$ cat src/rtl/pida_pkg.sv
`timescale 1ns / 1ps
// shared types and codes for the positional insert/delete array
// no dependencies

package pida_pkg;

  localparam int unsigned DefCapacity = 16;

  localparam int unsigned ReqW    = 2;
  localparam int unsigned PlaceW  = 2;
  localparam int unsigned PosW    = 5;
  localparam int unsigned ValueW  = 32;
  localparam int unsigned StatusW = 2;
  localparam int unsigned CountW  = 5;

  localparam logic [ReqW-1:0] REQ_INSERT = 2'd0;
  localparam logic [ReqW-1:0] REQ_DELETE = 2'd1;
  localparam logic [ReqW-1:0] REQ_READ   = 2'd2;

  localparam logic [PlaceW-1:0] PLACE_START = 2'd0;
  localparam logic [PlaceW-1:0] PLACE_END   = 2'd1;
  localparam logic [PlaceW-1:0] PLACE_POS   = 2'd2;

  localparam logic [StatusW-1:0] ST_OK     = 2'd0;
  localparam logic [StatusW-1:0] ST_BADPOS = 2'd1;
  localparam logic [StatusW-1:0] ST_FULL   = 2'd2;
  localparam logic [StatusW-1:0] ST_EMPTY  = 2'd3;

  // command from controller to datapath
  typedef struct packed {
    logic exec;
  } pida_cmd_t;

endpackage

$ cat src/rtl/positional_insert_delete_array.sv
`timescale 1ns / 1ps
// top level of the positional insert/delete array
// depends on pida_pkg, pida_ctrl and pida_datapath

// Keeps a dense ordered array of up to CAPACITY signed 32-bit entries.
// Input channel (in_valid_i / in_stall_o): one request per transaction,
// req_type_i insert, delete or read, place_i start, end or given position,
// position_i 1-based, value_i the value to insert.
// Output channel (out_valid_o / out_stall_i): one result per request with
// status_o, count_after_o and read_value_o (zero unless a read succeeds).
// The request is decoded, the entry cells shift and the result register
// loads at the edge that accepts it, and the result is valid from the next
// cycle. Throughput is one request per cycle while out_stall_i is low;
// the entry cells each take their own value, a neighbor's or the new
// value at that edge, with the read mux over the cells in the same cycle.
// While a result is held and out_stall_i is high, in_stall_o is high; a new
// request is accepted in the same cycle that the held result is taken.
// Reset clears the entry count and the output valid; entry contents are
// not cleared and are never read before they are written.

module positional_insert_delete_array #(
  parameter int unsigned CAPACITY = pida_pkg::DefCapacity
) (
  input  logic                                 clk_i,
  input  logic                                 rst_ni,
  input  logic                                 in_valid_i,
  output logic                                 in_stall_o,
  input  logic [pida_pkg::ReqW-1:0]            req_type_i,
  input  logic [pida_pkg::PlaceW-1:0]          place_i,
  input  logic [pida_pkg::PosW-1:0]            position_i,
  input  logic signed [pida_pkg::ValueW-1:0]   value_i,
  output logic                                 out_valid_o,
  input  logic                                 out_stall_i,
  output logic [pida_pkg::StatusW-1:0]         status_o,
  output logic [pida_pkg::CountW-1:0]          count_after_o,
  output logic signed [pida_pkg::ValueW-1:0]   read_value_o
);
  import pida_pkg::*;

  pida_cmd_t cmd;

  pida_ctrl u_ctrl (
    .clk_i       (clk_i),
    .rst_ni      (rst_ni),
    .in_valid_i  (in_valid_i),
    .in_stall_o  (in_stall_o),
    .out_valid_o (out_valid_o),
    .out_stall_i (out_stall_i),
    .cmd_o       (cmd)
  );

  pida_datapath #(
    .CAPACITY (CAPACITY)
  ) u_datapath (
    .clk_i         (clk_i),
    .rst_ni        (rst_ni),
    .cmd_i         (cmd),
    .req_type_i    (req_type_i),
    .place_i       (place_i),
    .position_i    (position_i),
    .value_i       (value_i),
    .status_o      (status_o),
    .count_after_o (count_after_o),
    .read_value_o  (read_value_o)
  );

endmodule

$ cat src/rtl/pida_ctrl.sv
`timescale 1ns / 1ps
// handshake controller: accepts a transaction and holds the result until taken
// depends on pida_pkg

module pida_ctrl (
  input  logic                clk_i,
  input  logic                rst_ni,
  input  logic                in_valid_i,
  output logic                in_stall_o,
  output logic                out_valid_o,
  input  logic                out_stall_i,
  output pida_pkg::pida_cmd_t cmd_o
);
  import pida_pkg::*;

  typedef enum logic {
    S_IDLE,
    S_HOLD
  } state_e;

  state_e state_q, state_d;
  logic   exec;

  // a new transaction may enter while the held result leaves
  assign in_stall_o  = (state_q == S_HOLD) && out_stall_i;
  assign exec        = in_valid_i && !in_stall_o;
  assign out_valid_o = (state_q == S_HOLD);
  assign cmd_o.exec  = exec;

  always_comb begin
    state_d = state_q;
    unique case (state_q)
      S_IDLE: begin
        if (exec) state_d = S_HOLD;
      end
      S_HOLD: begin
        if (!out_stall_i && !exec) state_d = S_IDLE;
      end
      default: state_d = S_IDLE;
    endcase
  end

  always_ff @(posedge clk_i or negedge rst_ni) begin
    if (!rst_ni) begin
      state_q <= S_IDLE;
    end else begin
      state_q <= state_d;
    end
  end

endmodule

$ cat src/rtl/pida_datapath.sv
`timescale 1ns / 1ps
// row of shifting entry cells, entry count and result register
// depends on pida_pkg

module pida_datapath #(
  parameter int unsigned CAPACITY = pida_pkg::DefCapacity
) (
  input  logic                                 clk_i,
  input  logic                                 rst_ni,
  input  pida_pkg::pida_cmd_t                  cmd_i,
  input  logic [pida_pkg::ReqW-1:0]            req_type_i,
  input  logic [pida_pkg::PlaceW-1:0]          place_i,
  input  logic [pida_pkg::PosW-1:0]            position_i,
  input  logic signed [pida_pkg::ValueW-1:0]   value_i,
  output logic [pida_pkg::StatusW-1:0]         status_o,
  output logic [pida_pkg::CountW-1:0]          count_after_o,
  output logic signed [pida_pkg::ValueW-1:0]   read_value_o
);
  import pida_pkg::*;

  localparam int unsigned CntW = $clog2(CAPACITY + 1);
  localparam int unsigned IdxW = (CAPACITY > 1) ? $clog2(CAPACITY) : 1;
  // compare width covers both the count and a position
  localparam int unsigned CmpW = ((CntW > PosW) ? CntW : PosW) + 1;
  localparam logic [CmpW-1:0] CapW = CmpW'(CAPACITY);

  logic [ValueW-1:0] cells_q [CAPACITY];
  logic [ValueW-1:0] cells_d [CAPACITY];
  logic [CntW-1:0]   count_q, count_d;

  logic [StatusW-1:0] status_q, status_d;
  logic [CountW-1:0]  count_out_q;
  logic [ValueW-1:0]  read_q, read_d;

  logic [CmpW-1:0] cnt_w, pos_w, idx_w, cnt_new;
  logic            do_ins, do_del;

  assign cnt_w = CmpW'(count_q);
  assign pos_w = CmpW'(position_i);

  // decode the request
  always_comb begin
    do_ins   = 1'b0;
    do_del   = 1'b0;
    idx_w    = '0;
    status_d = ST_BADPOS;
    read_d   = '0;
    unique case (req_type_i)
      REQ_INSERT: begin
        if (cnt_w >= CapW) begin
          status_d = ST_FULL;
        end else if (place_i == PLACE_START) begin
          do_ins = 1'b1;
        end else if (place_i == PLACE_END) begin
          do_ins = 1'b1;
          idx_w  = cnt_w;
        end else if (place_i == PLACE_POS && pos_w != '0 && pos_w <= cnt_w + 1'b1) begin
          do_ins = 1'b1;
          idx_w  = pos_w - 1'b1;
        end
      end
      REQ_DELETE: begin
        if (cnt_w == '0) begin
          status_d = ST_EMPTY;
        end else if (place_i == PLACE_START) begin
          do_del = 1'b1;
        end else if (place_i == PLACE_END) begin
          do_del = 1'b1;
          idx_w  = cnt_w - 1'b1;
        end else if (place_i == PLACE_POS && pos_w != '0 && pos_w <= cnt_w) begin
          do_del = 1'b1;
          idx_w  = pos_w - 1'b1;
        end
      end
      REQ_READ: begin
        if (cnt_w == '0) begin
          status_d = ST_EMPTY;
        end else if (pos_w != '0 && pos_w <= cnt_w) begin
          status_d = ST_OK;
          idx_w    = pos_w - 1'b1;
          read_d   = cells_q[idx_w[IdxW-1:0]];
        end
      end
      default: status_d = ST_BADPOS;
    endcase
    if (do_ins || do_del) status_d = ST_OK;
  end

  // each cell keeps its value, takes a neighbor's or takes the new value
  always_comb begin
    for (int i = 0; i < CAPACITY; i++) begin
      cells_d[i] = cells_q[i];
      if (do_ins) begin
        if (CmpW'(i) == idx_w) begin
          cells_d[i] = value_i;
        end else if (i > 0 && CmpW'(i) > idx_w && CmpW'(i) <= cnt_w) begin
          cells_d[i] = cells_q[(i > 0) ? i - 1 : 0];
        end
      end else if (do_del) begin
        if (i + 1 < CAPACITY && CmpW'(i) >= idx_w && CmpW'(i + 1) < cnt_w) begin
          cells_d[i] = cells_q[(i + 1 < CAPACITY) ? i + 1 : i];
        end
      end
    end
  end

  always_comb begin
    count_d = count_q;
    if (do_ins) count_d = count_q + 1'b1;
    else if (do_del) count_d = count_q - 1'b1;
  end

  assign cnt_new = CmpW'(count_d);

  always_ff @(posedge clk_i or negedge rst_ni) begin
    if (!rst_ni) begin
      count_q <= '0;
    end else if (cmd_i.exec) begin
      count_q <= count_d;
    end
  end

  always_ff @(posedge clk_i) begin
    if (cmd_i.exec) begin
      cells_q     <= cells_d;
      status_q    <= status_d;
      count_out_q <= cnt_new[CountW-1:0];
      read_q      <= read_d;
    end
  end

  assign status_o      = status_q;
  assign count_after_o = count_out_q;
  assign read_value_o  = read_q;

endmodule
$ cat config.mk
export PLATFORM = sky130hd
export DESIGN_NAME = positional_insert_delete_array
export DESIGN_NICKNAME = d
export VERILOG_FILES = /design/src/rtl/pida_pkg.sv /design/src/rtl/positional_insert_delete_array.sv /design/src/rtl/pida_ctrl.sv /design/src/rtl/pida_datapath.sv
export SDC_FILE = /design/constraint.sdc
export NUM_CORES = 1
export LEC_CHECK = 0
export BUFFER_PORTS_ARGS = -buffer_cell sky130_fd_sc_hd__buf_2
export CAP_MARGIN = 20
export CORE_MARGIN = 2
export CORE_UTILIZATION = 25
export CTS_BUF_LIST = sky130_fd_sc_hd__clkbuf_8
export CTS_CLUSTER_SIZE = 30
export DETAILED_ROUTE_END_ITERATION = 6
export GPL_ROUTABILITY_DRIVEN = 1
export HOLD_SLACK_MARGIN = 0.06
export PLACE_DENSITY = 0.47
export SETUP_SLACK_MARGIN = 0.15
export SLEW_MARGIN = 20
export SYNTH_ARGS = -nofsm -noshare
export SYNTH_HDL_FRONTEND = slang
export SYNTH_HIERARCHICAL = 1
export SYNTH_SLANG_ARGS = --single-unit
$ cat constraint.sdc
create_clock -name clk_i -period 7.9 [get_ports clk_i]
set_input_delay 1.58 -clock clk_i [delete_from_list [all_inputs] [get_ports clk_i]]
set_output_delay 1.58 -clock clk_i [all_outputs]
set_load 0.01 [all_outputs]
==> qor.csv <==
stage,metric,value,unit
cts,cts.repair.resized,0,
synth,synth_top_family_by_area,multiplexers,
global_routing,top_usage_layer,met2,
cts,clkTransAtPathRegs,0.06,ns
drt,ant_nets,0,
power_and_ir_drop,p_per_area,239,nW/µm²
cts,clock_sinks,557,
synth,async_reset_ff_share,1.08,%
synth,synth.area.mux_share,19.0,%
power_and_ir_drop,p_int,5640,µW
power_and_ir_drop,irDropWorstVdd,0.109,mV
timing,max_freq,169,MHz
synth,synth_edf_count,551,
min_path,min-delay-start,u_datapath/cells_q[52],
power_and_ir_drop,comb_power_share,27.3,%
drt,initialDrtViolationCount,2219,
global_routing,grt_overflow,0,
drt,finalWirelength,111,mm
final_layout,nets,2979,
die,chipWidth,366,µm
cts,cts_hold_buf,0,
cts,cts_inserted_buffers,107,
run_status,status,completed,
synth,ys_seq_area_share,50.9,%
synth,synthTopCellsByArea,"edfxtp_1 50%, mux4_2 11%, mux2i_1 6.8%",
setup_path,crit_required,8.44,ns
placement,pre_cts_ws,1.56,ns
synth,synth-compound-area-share,12.7,%
cts,post_cts_buffers,0,
die,fp-row-count,132,
timing,tns,0,ns
timing,slew_headroom,23.2,%
timing,setup_viol,0,
timing,drv_slew,0,
cts,cts.path.max_buffers,3,
timing,hold_viol,0,
synth,synth_ff_type,edfxtp_1,
timing,skew,0.0297,ns
synth,ys_warn_count,6,
timing,worst_pin_slew,1.15,ns
die,core-area,130000,µm²
power_and_ir_drop,power_frac_seq,42.3,%
setup_path,cp_max_fo,51,
synth,synth_fp_nets,3029,
global_routing,grt_usage,16.0,%
global_routing,grt_util_met1,21.6,%
drt,vias,24845,
power_and_ir_drop,switching_share,36.0,%
synth,synth.most_common_cell,edfxtp_1,
placement,place_inst,4551,
cts,clock_latency,0.74,ns
die,boundaryPins,86,
final_layout,final_cells,4745,
synth,synthTopCellsByCount,"551 x edfxtp_1, 386 x nand2_1, 374 x o21ai_0",
drt,route.detailed.drc,0,
global_routing,grt_pass1_vias,24819,
die,die_h,366,µm
drt,drt-pass1-iter-count,7,
synth,synth-simple-area-share,12.3,%
placement,dp_hpwl,65.1,mm
timing,period_minus_slack,5.91,ns
global_routing,met3_usage,2.72,%
setup_path,critPathKind,register to register,
synth,synth_area,32800,µm²
timing,rsz0062_at_grt,false,
global_routing,grt_max_degree,122,
cts,cts_root_buf,clkbuf_8,
setup_path,setup.worst_path.start_class,register,
power_and_ir_drop,p_switching,3170,µW
synth,yosysTopAreaCellShare,50.5,%
final_layout,layout-drive-gt1-share,16.9,%
timing,timing.hold.ws,0.570,ns
setup_path,endpoint_kind,register,
synth,synthAdderAreaFrac,0.641,%
final_layout,multi_input_area,15100,µm²
global_routing,antenna_found_initial,8,
synth,syn_inst,2968,
global_routing,grt_use_met2,26.1,%
setup_path,crit_arrival,6.45,ns
die,dieArea,134000,µm²
cts,ctsHtreeMaxLevel,3,
drt,avgViaCountPerCell,5.24,
synth,yosysUniqueCellTypes,71,
cts,cts_tree,done,
setup_path,crit_path_start,u_datapath/count_q[3],
placement,io_buffers,85,
timing,finalWorstSetupSlack,1.99,ns
power_and_ir_drop,clkPwrFrac,30.4,%
global_routing,grt_pass1_wl,166,mm
final_layout,areaGrowthSynthToFinish,12.4,%
synth,synth.avg_cell_area,11.0,µm²
placement,gp_congestion,0.785,
timing,period_share,74.9,%
synth,yosysTopAreaCell,edfxtp_1,
min_path,hold_class,register to register,
synth,synth_xor_area_share,0.321,%
final_layout,fillers,13579,
setup_path,r2r-start,u_datapath/count_q[3],
synth,ys_ff_latch,557,
die,start_util,25.3,%
final_layout,regArea,16700,µm²
power_and_ir_drop,p_leak,0.0126,µW
job,cap_violations,0,
drt,wl_per_cell,23.3,µm
layer usage:
layer / routed length (µm) / vias up
li1: - / 11232
met2: 52700 / 923
met4: 2720 / 10
met5: 61 / -
met3: 7010 / 196
met1: 48100 / 12484
placed cells by master (no fill, tap or decap), types with 4 or more instances in the layout:
cell type	count
a21o_1	5
a21oi_1	17
a221oi_4	4
a31oi_1	195
and2_1	6
buf_2	84
buf_4	60
clkbuf_8	110
clkinv_1	28
clkinv_2	9
dfrtp_1	6
edfxtp_1	551
ha_1	15
inv_1	46
mux2_1	14
mux2_2	20
mux2i_1	224
mux4_2	160
nand2_1	382
nand2_4	4
nand3_1	233
nand4_1	6
nor2_1	208
nor2_4	4
nor2b_1	38
nor3_1	7
nor3_2	4
o211ai_1	35
o21ai_0	374
o21ai_1	59
xnor2_1	10
cell families after synthesis:
| logic type | count (synthesis) |
|---|---|
| flops | 557 |
| compound gates | 728 |
| fa+ha+maj | 17 |
| xor+xnor | 12 |
| simple gates | 920 |
| buf+inv | 316 |
| mux | 418 |
flip-flops by register name (all words and copies together) (netlist names):
signal	flops
u_ctrl/out_valid_o	1
u_datapath/cells_q	512
u_datapath/read_value_o	32
u_datapath/count_q	5
u_datapath/count_after_o	5
u_datapath/status_o	2
power groups by stage:
stage               clock [µW]  combinational (µW)  sequential (µW)
global route              2900                2590             3750
global placement             0                2400             3790
floorplan                    0                1580             3730
finish                    2680                2400             3730
CTS                       2780                2410             3730
detailed placement           0                2410             3780
layout make-up:
class / count / share of cell area (%)
timing repair buffer: 147 / 2.49
clock inverter: 81 / 1.06
antenna: 3 / 0.0204
clock buffer: 110 / 4.11
sequential: 557 / 45.3
tap: 1742 / 5.91
inverter: 10 / 0.102
multi-input combinational: 2095 / 41.0
worst max-delay path, cell delays in order (launching register included):
cell and delay [ns]:
dfrtp_1 0.73, inv_2 0.25, nor2_1 0.45, nand2_1 0.16, xnor2_1 0.23, ha_1 0.29
and3_1 0.20, and3_1 0.19, a221oi_2 0.40, o2bb2ai_4 0.16, a21oi_1 0.67, and3_4 0.71
buf_4 0.67, nand3_1 0.19, a31oi_1 0.29
metrics by stage:
step	power [µW]	utilization, %	cell area [µm²]
final	8810	28.4	36800
after global routing	9240	28.4	36800
after CTS	8920	28.4	36800
after detailed placement	6190	26.9	34900
after global placement	6180	26.9	34900
after floorplan	5300	-	32800
worst paths after layout:
path	to	slack, ns	depth (start not counted)
setup / recovery	u_datapath/cells_q[369]	1.99	14
hold reg to reg	u_datapath/cells_q[20]	0.57	1
max in group asynchronous	u_datapath/count_q[4]	7.07	1
setup reg to reg	u_datapath/cells_q[369]	1.99	14
min in group asynchronous	u_ctrl/out_valid_o	0.68	1
hold / removal	u_datapath/cells_q[20]	0.57	1
(Power assumes the default switching activity.)
